===== config.mk =====
export PLATFORM = sky130hd
export DESIGN_NAME = hsl_to_rgb_converter_core
export DESIGN_NICKNAME = d
export VERILOG_FILES = /design/src/rtl/hsl2rgb_pkg.sv /design/src/rtl/hsl_to_rgb_converter_core.sv
export SDC_FILE = /design/constraint.sdc
export NUM_CORES = 2
export LEC_CHECK = 0
export BUFFER_PORTS_ARGS = -buffer_cell sky130_fd_sc_hd__buf_2
export CORE_ASPECT_RATIO = 1.4
export CORE_MARGIN = 2
export CORE_UTILIZATION = 54
export CTS_CLUSTER_DIAMETER = 30
export DETAILED_ROUTE_END_ITERATION = 16
export PLACE_DENSITY = 0.7
export SLEW_MARGIN = 20
export SYNTH_ARGS = -nofsm -noshare
export SYNTH_HDL_FRONTEND = slang
export SYNTH_SLANG_ARGS = --single-unit

===== constraint.sdc =====
create_clock -name clk -period 22.5 [get_ports clk]
set_clock_uncertainty 0.2 [all_clocks]
set_input_delay 0 -clock clk [delete_from_list [all_inputs] [get_ports clk]]
set_output_delay 0 -clock clk [all_outputs]
set_load 0.05 [all_outputs]

===== src/rtl/hsl2rgb_pkg.sv =====
// Shared widths, constants and item types for the HSL to RGB converter.
`default_nettype none

package hsl2rgb_pkg;

  localparam int FRAC_BITS = 12;
  localparam int HUE_W     = FRAC_BITS;
  localparam int LVL_W     = FRAC_BITS + 1;
  localparam int H3_W      = FRAC_BITS + 2;
  localparam int OP_W      = LVL_W + 1;
  localparam int PROD_W    = LVL_W + OP_W;
  localparam int RAMP_W    = 2 * LVL_W;

  localparam logic [H3_W-1:0] ONE  = H3_W'(1) << FRAC_BITS;
  localparam logic [H3_W-1:0] HALF = H3_W'(1) << (FRAC_BITS - 1);

  // Segment of the piecewise-linear channel rule
  localparam logic [1:0] SEG_RISE = 2'd0;
  localparam logic [1:0] SEG_HIGH = 2'd1;
  localparam logic [1:0] SEG_FALL = 2'd2;
  localparam logic [1:0] SEG_LOW  = 2'd3;

  typedef struct packed {
    logic [HUE_W-1:0] hue;
    logic [LVL_W-1:0] saturation;
    logic [LVL_W-1:0] lightness;
  } hsl_item_t;

  typedef struct packed {
    logic [LVL_W-1:0] red;
    logic [LVL_W-1:0] green;
    logic [LVL_W-1:0] blue;
  } rgb_item_t;

endpackage

`default_nettype wire


===== src/rtl/hsl_to_rgb_converter_core.sv =====
// Top level of the pipelined HSL to RGB converter.
`default_nettype none

// Converts one hue/saturation/lightness item to red/green/blue per cycle, all
// levels Q1.12 with 4096 meaning 1.0 and results clamped to 0..4096. Four
// register stages: hue scaling and the lightness product, upper/lower levels
// and ramp selection, the three ramp products, then the output register.
// out_valid is raised once an accepted item reaches the output register; throughput
// is one item per cycle while out_stall stays low. Stalls back up stage by
// stage, and empty stages fill even while the output is held.
module hsl_to_rgb_converter_core (
  input  wire                     clk,
  input  wire                     rst_n,
  input  wire                     in_valid,
  output logic                    in_stall,
  input  hsl2rgb_pkg::hsl_item_t  in_data,
  output logic                    out_valid,
  input  wire                     out_stall,
  output hsl2rgb_pkg::rgb_item_t  out_data
);
  import hsl2rgb_pkg::*;

  // stage enables
  logic en1, en2, en3, en4;
  logic v1_r, v2_r, v3_r, v4_r;

  // stage 1 registers
  logic              zs1_r, low1_r;
  logic [LVL_W-1:0]  l1_r, s1_r;
  logic [PROD_W-1:0] p1_r;
  logic [H3_W-1:0]   h1_r [3];

  // stage 2 registers
  logic              zs2_r;
  logic [LVL_W-1:0]  l2_r, lo2_r, hi2_r, d2_r;
  logic [1:0]        seg2_r [3];
  logic [LVL_W-1:0]  m2_r [3];

  // stage 3 registers
  logic              zs3_r;
  logic [LVL_W-1:0]  l3_r, lo3_r, hi3_r;
  logic [1:0]        seg3_r [3];
  logic [RAMP_W-1:0] prod3_r [3];

  rgb_item_t out_r;

  assign en4 = !v4_r || !out_stall;
  assign en3 = !v3_r || en4;
  assign en2 = !v2_r || en3;
  assign en1 = !v1_r || en2;
  assign in_stall  = !en1;
  assign out_valid = v4_r;
  assign out_data  = out_r;

  always_ff @(posedge clk) begin
    if (!rst_n) begin
      v1_r <= 1'b0;
      v2_r <= 1'b0;
      v3_r <= 1'b0;
      v4_r <= 1'b0;
    end else begin
      if (en1) v1_r <= in_valid;
      if (en2) v2_r <= v1_r;
      if (en3) v3_r <= v2_r;
      if (en4) v4_r <= v3_r;
    end
  end

  // ---------------- stage 1: saturate, scale hue, lightness product
  logic [LVL_W-1:0]  s_c, l_c;
  logic [H3_W-1:0]   h3_c, hr_c;
  logic [H3_W:0]     hb_c;
  logic              low_c;
  logic [OP_W-1:0]   op_c;
  logic [PROD_W-1:0] p_c;

  always_comb begin
    s_c = (H3_W'(in_data.saturation) > ONE) ? LVL_W'(ONE) : in_data.saturation;
    l_c = (H3_W'(in_data.lightness) > ONE) ? LVL_W'(ONE) : in_data.lightness;
    h3_c = H3_W'(in_data.hue) + {1'b0, in_data.hue, 1'b0};
    hr_c = h3_c + ONE;
    if (hr_c >= 3 * ONE) hr_c = hr_c - H3_W'(3 * ONE);
    hb_c = (H3_W + 1)'(h3_c) + (H3_W + 1)'(2 * ONE);
    if (hb_c >= (H3_W + 1)'(3 * ONE)) hb_c = hb_c - (H3_W + 1)'(3 * ONE);
    low_c = H3_W'(l_c) < HALF;
    op_c  = low_c ? OP_W'(ONE) + OP_W'(s_c) : OP_W'(s_c);
    p_c   = PROD_W'(l_c) * PROD_W'(op_c);
  end

  always_ff @(posedge clk) begin
    if (en1) begin
      zs1_r   <= (s_c == '0);
      low1_r  <= low_c;
      l1_r    <= l_c;
      s1_r    <= s_c;
      p1_r    <= p_c;
      h1_r[0] <= hr_c;
      h1_r[1] <= h3_c;
      h1_r[2] <= hb_c[H3_W-1:0];
    end
  end

  // ---------------- stage 2: upper and lower levels, ramp segment
  logic [PROD_W-1:0] pr_c;
  logic [H3_W-1:0]   r_c, hi_raw_c, hi_c, l2x_c, lo_c;
  logic [1:0]        seg_c [3];
  logic [LVL_W-1:0]  m_c [3];
  logic [H3_W:0]     h2x_c [3];
  logic [H3_W-1:0]   fall_c [3];

  always_comb begin
    pr_c     = (p1_r + PROD_W'(HALF)) >> FRAC_BITS;
    r_c      = pr_c[H3_W-1:0];
    hi_raw_c = low1_r ? r_c : H3_W'(l1_r) + H3_W'(s1_r) - r_c;
    hi_c     = (hi_raw_c > ONE) ? ONE : hi_raw_c;
    l2x_c    = {1'b0, l1_r};
    l2x_c    = l2x_c << 1;
    lo_c     = (l2x_c > hi_c) ? l2x_c - hi_c : '0;
    if (lo_c > hi_c) lo_c = hi_c;
    for (int c = 0; c < 3; c++) begin
      h2x_c[c]  = {h1_r[c], 1'b0};
      fall_c[c] = H3_W'(2 * ONE) - h1_r[c];
      if (h2x_c[c] < (H3_W + 1)'(ONE)) begin
        seg_c[c] = SEG_RISE;
        m_c[c]   = h2x_c[c][LVL_W-1:0];
      end else if (h2x_c[c] < (H3_W + 1)'(3 * ONE)) begin
        seg_c[c] = SEG_HIGH;
        m_c[c]   = '0;
      end else if (h1_r[c] < 2 * ONE) begin
        seg_c[c] = SEG_FALL;
        m_c[c]   = {fall_c[c][LVL_W-2:0], 1'b0};
      end else begin
        seg_c[c] = SEG_LOW;
        m_c[c]   = '0;
      end
    end
  end

  always_ff @(posedge clk) begin
    if (en2) begin
      zs2_r <= zs1_r;
      l2_r  <= l1_r;
      lo2_r <= lo_c[LVL_W-1:0];
      hi2_r <= hi_c[LVL_W-1:0];
      d2_r  <= hi_c[LVL_W-1:0] - lo_c[LVL_W-1:0];
      for (int c = 0; c < 3; c++) begin
        seg2_r[c] <= seg_c[c];
        m2_r[c]   <= m_c[c];
      end
    end
  end

  // ---------------- stage 3: ramp products
  always_ff @(posedge clk) begin
    if (en3) begin
      zs3_r <= zs2_r;
      l3_r  <= l2_r;
      lo3_r <= lo2_r;
      hi3_r <= hi2_r;
      for (int c = 0; c < 3; c++) begin
        seg3_r[c]  <= seg2_r[c];
        prod3_r[c] <= RAMP_W'(d2_r) * RAMP_W'(m2_r[c]);
      end
    end
  end

  // ---------------- stage 4: round, add, select, clamp
  logic [RAMP_W-1:0] rr_c [3];
  logic [H3_W-1:0]   v_c [3];
  logic [LVL_W-1:0]  ch_c [3];

  always_comb begin
    for (int c = 0; c < 3; c++) begin
      rr_c[c] = (prod3_r[c] + RAMP_W'(HALF)) >> FRAC_BITS;
      case (seg3_r[c])
        SEG_RISE, SEG_FALL: v_c[c] = H3_W'(lo3_r) + rr_c[c][H3_W-1:0];
        SEG_HIGH:           v_c[c] = H3_W'(hi3_r);
        default:            v_c[c] = H3_W'(lo3_r);
      endcase
      if (v_c[c] > ONE) v_c[c] = ONE;
      ch_c[c] = zs3_r ? l3_r : v_c[c][LVL_W-1:0];
    end
  end

  always_ff @(posedge clk) begin
    if (en4) begin
      out_r.red   <= ch_c[0];
      out_r.green <= ch_c[1];
      out_r.blue  <= ch_c[2];
    end
  end

`ifndef ASSERT_OFF
  a_levels_ordered: assert property (@(posedge clk) disable iff (!rst_n)
    v2_r |-> (lo2_r <= hi2_r) && (H3_W'(hi2_r) <= ONE))
    else $error("lower level above upper level or upper level above one");

  a_stage3_holds: assert property (@(posedge clk) disable iff (!rst_n)
    v3_r && !en3 |=> v3_r && $stable(prod3_r[0]) && $stable(lo3_r))
    else $error("stalled item lost in ramp stage");

  a_out_in_range: assert property (@(posedge clk) disable iff (!rst_n)
    out_valid |-> (H3_W'(out_data.red) <= ONE) && (H3_W'(out_data.green) <= ONE)
                  && (H3_W'(out_data.blue) <= ONE))
    else $error("result channel above one");
`endif

endmodule

`default_nettype wire


==> results.txt <==
Critical R2R Capture: d2_r[12]$_DFFE_PP_
Critical path type: flip-flop to flip-flop
Post-route clock period utilization: 54.4%
VDD IR max: 0.0000924 V
Fin cells: 4,748
DIE HEIGHT: 311 um
Outcome: finished, final reports clean
Share of layout cells above drive strength 1: 6.32%
Max Clk Rate: 81.7 MHz
Iter 0 DRT Violations: 1,408
Largest net degree at the start of global routing: 76
Synth top area share: 26.2%
Worst skew pair latency: 0.59 ns
Final setup violation count: 0
Slowest cell on crit path: a2111oi_0
# nets final: 4,761
GR Overflow Total: 0
Synth cell count leaders: inv_1, nand2_1, fa_1
R2R Setup Slk: 10.25 ns
Endpoint, Worst Hold: out_valid$_SDFFE_PN0P_
Chip Width: 224 um
WL per Instance: 18.7 um
Ant. Diodes: 0
Synthesis-to-finish area growth: 9.15%
Period minus WS final: 12.25 ns
Most used cell along the critical path: o21ai_0
FP Rows: 112
Vias per cell: 5.57
Yosys reg bits: 290
# DRC: 0
Origin of the critical flop-to-flop path: p1_r[13]$_DFFE_PN_
Synth Cell Area: 0.0364 mm^2
RSZ-0062 raised after global routing: no
Synth area leader: fa_1
Hold Fails Final Rpt: 0
Max incr delay on CP: 0.60 ns
Num CTS Buffers: 49
Static leakage: 0.0193 uW
Starting Density: 54.6%
Family with the most delay on the worst path: compound AO/OA/AOI/OAI gates
Synth top area cells: fa_1, edfxtp_1, ha_1, inv_1, nand2_1
Min-Delay Startpoint: out_stall
Placer Congestion: 0.939
Placed instance count: 4,607
Number of clock sinks: 290
Vias in the first global route: 28,300
WHS Path Cells: 4
Worst path required time: 22.63 ns
Clock Tree Buf Depth: 3
Max cap viols: 0
Post-CTS Repair Setup Buffers: 0
Worst-margin pin slew: 1.05 ns
Reg clk slew, reported paths: 0.06 ns
Setup TNS: 0 ns
CP Max Fanout: 30
Drt total wl: 88,800 um
Post-synthesis sequential area ratio: 23.8%
Initial antenna violation count: 0
Rel. slew slack: 30.3%
CTS Root Cell: clkbuf_16
Vias: 26,400
Mean post-synth cell area: 9.59 um^2
CTS tree: done
CP bufs+invs: 2
Slew Limit Fails: 0
Global-route wire length before repair: 144,000 um
CP Capture Type: flip-flop
Io pins: 83
Warnings, synthesis: 0
CTS H-Tree Depth: 2
Gr usage total: 26.4%
Die footprint: 0.0696 mm^2
Top_reg_cell synth: edfxtp_1
HPWL Detailed: 69,700 um
PwrDens: 134 mW/mm^2
Worst path arrival time: 12.38 ns
Mapped Cells: 3,797
Post-synth EDFFs: 286
Core Box Area: 0.0667 mm^2
DR pass1 iterations: 6
Startpoint types: flip-flop
Count leader, synth: inv_1
Worst reg2reg path depth: 47
ANT nets after route: 0
Worst hold path type: input pin to flip-flop
PortBufs: 82
Ys async rst share: 0%
Netlist cell types: 80
-- layout by cell type, fill, tap and decap left out, drive strengths merged, types with 26 or more instances in the layout --
cell type,n
inv,679
xor2,62
o21ai,119
a21o,46
a22oi,33
ha,391
mux2i,42
fa,476
buf,108
xnor2,111
nand2b,29
dlygate4sd3,49
clkbuf,50
edfxtp,286
and2,179
nor3,43
and3,26
nor2b,31
nand3,55
nor2,199
nand2,546
a21oi,92
-- power by group --
group | internal [uW] | switching (uW) | leakage, uW | total (uW)
clock network | 477 | 295 | 0.000832 | 772
logic | 1400 | 2100 | 0.0152 | 3510
registers | 886 | 180 | 0.00330 | 1070
-- through the flow --
| stage | area [um^2] | utilization (%) | total power [uW] | worst slack [ns] | hold WS, ns |
|---|---|---|---|---|---|
| after floorplan | 36400 | - | 3640 | 12.03 | -0.101 |
| after global placement | 37500 | 56.3 | 4500 | 10.75 | 0.0148 |
| after detailed placement | 37500 | 56.3 | 4570 | 10.43 | 0.0152 |
| after CTS | 39800 | 59.6 | 5380 | 10.33 | 0.000908 |
| after global routing | 39800 | 59.6 | 5870 | 9.24 | 0.0223 |
| final | 39800 | 59.6 | 5350 | 10.25 | 0.0352 |
-- per-layer routing --
layer / vias to the layer above / GRT usage, % / part of all wire (%)
met1: 13200 / 30.1 / 37
met3: 236 / 2.65 / 4.3
li1: 12300 / - / -
met4: 0 / 12.0 / 4.9
met5: - / 0 / 0
met2: 719 / 49.3 / 54
-- layout make-up --
| type | count | area (um^2) |
|---|---|---|
| Multi-Input combinational cell | 2688 | 24700 |
| Tap cell | 855 | 1070 |
| Clock inverter | 42 | 474 |
| Inverter | 666 | 2500 |
| Sequential cell | 290 | 8670 |
| Clock buffer | 50 | 1250 |
| Fill cell | 5739 | 26900 |
| Timing Repair Buffer | 157 | 1100 |
-- logic make-up (layout without fill, tap and decap cells) --
logic type | Yosys count | in the layout | share of synthesized area [%]
other | 1 | 2 | 0.0103
buffers and inverters | 820 | 915 | 8.49
AO/OA/AOI/OAI | 421 | 421 | 7.53
XOR/XNOR | 173 | 173 | 4.16
AND/OR/NAND/NOR | 1171 | 1171 | 14.9
multiplexers | 54 | 54 | 1.53
adder cells (fa/ha/maj) | 867 | 867 | 39.6
flip-flops | 290 | 290 | 23.8
-- worst max path at each step --
stage / endpoint / cells after the start / slack (ns) / startpoint
3_3_place_gp: d2_r[12]$_DFFE_PP_ / 47 / 10.75 / p1_r[13]$_DFFE_PN_
6_report: d2_r[12]$_DFFE_PP_ / 47 / 10.25 / p1_r[13]$_DFFE_PN_
2_1_floorplan: d2_r[12]$_DFFE_PP_ / 50 / 12.03 / p1_r[13]$_DFFE_PN_
3_5_place_dp: d2_r[12]$_DFFE_PP_ / 47 / 10.43 / p1_r[13]$_DFFE_PN_
4_1_cts: d2_r[12]$_DFFE_PP_ / 47 / 10.33 / p1_r[13]$_DFFE_PN_
5_1_grt: d2_r[12]$_DFFE_PP_ / 47 / 9.24 / p1_r[13]$_DFFE_PN_
-- registers in the layout (all words and copies together) (netlist names), 15 cells and up --
| name | count |
|---|---|
| prod3_r | 45 |
| m2_r | 36 |
| h1_r | 18 |
| p1_r | 15 |
| out_data | 39 |
-- tightest hold or removal path: cells and delay by family --
kind            cells  cell delay [ns]
simple gates        1             0.09
compound gates      1             0.06
buf+inv             2             0.64
-- what timing repair did --
| item | in CTS | in global routing |
|---|---|---|
| endpoints found under the hold margin | 80 | 0 |
| gates resized for setup | 0 | 0 |
| hold buffers | 49 | 0 |
| endpoints found under the setup margin | 0 | 0 |
(Power assumes the default switching activity.)
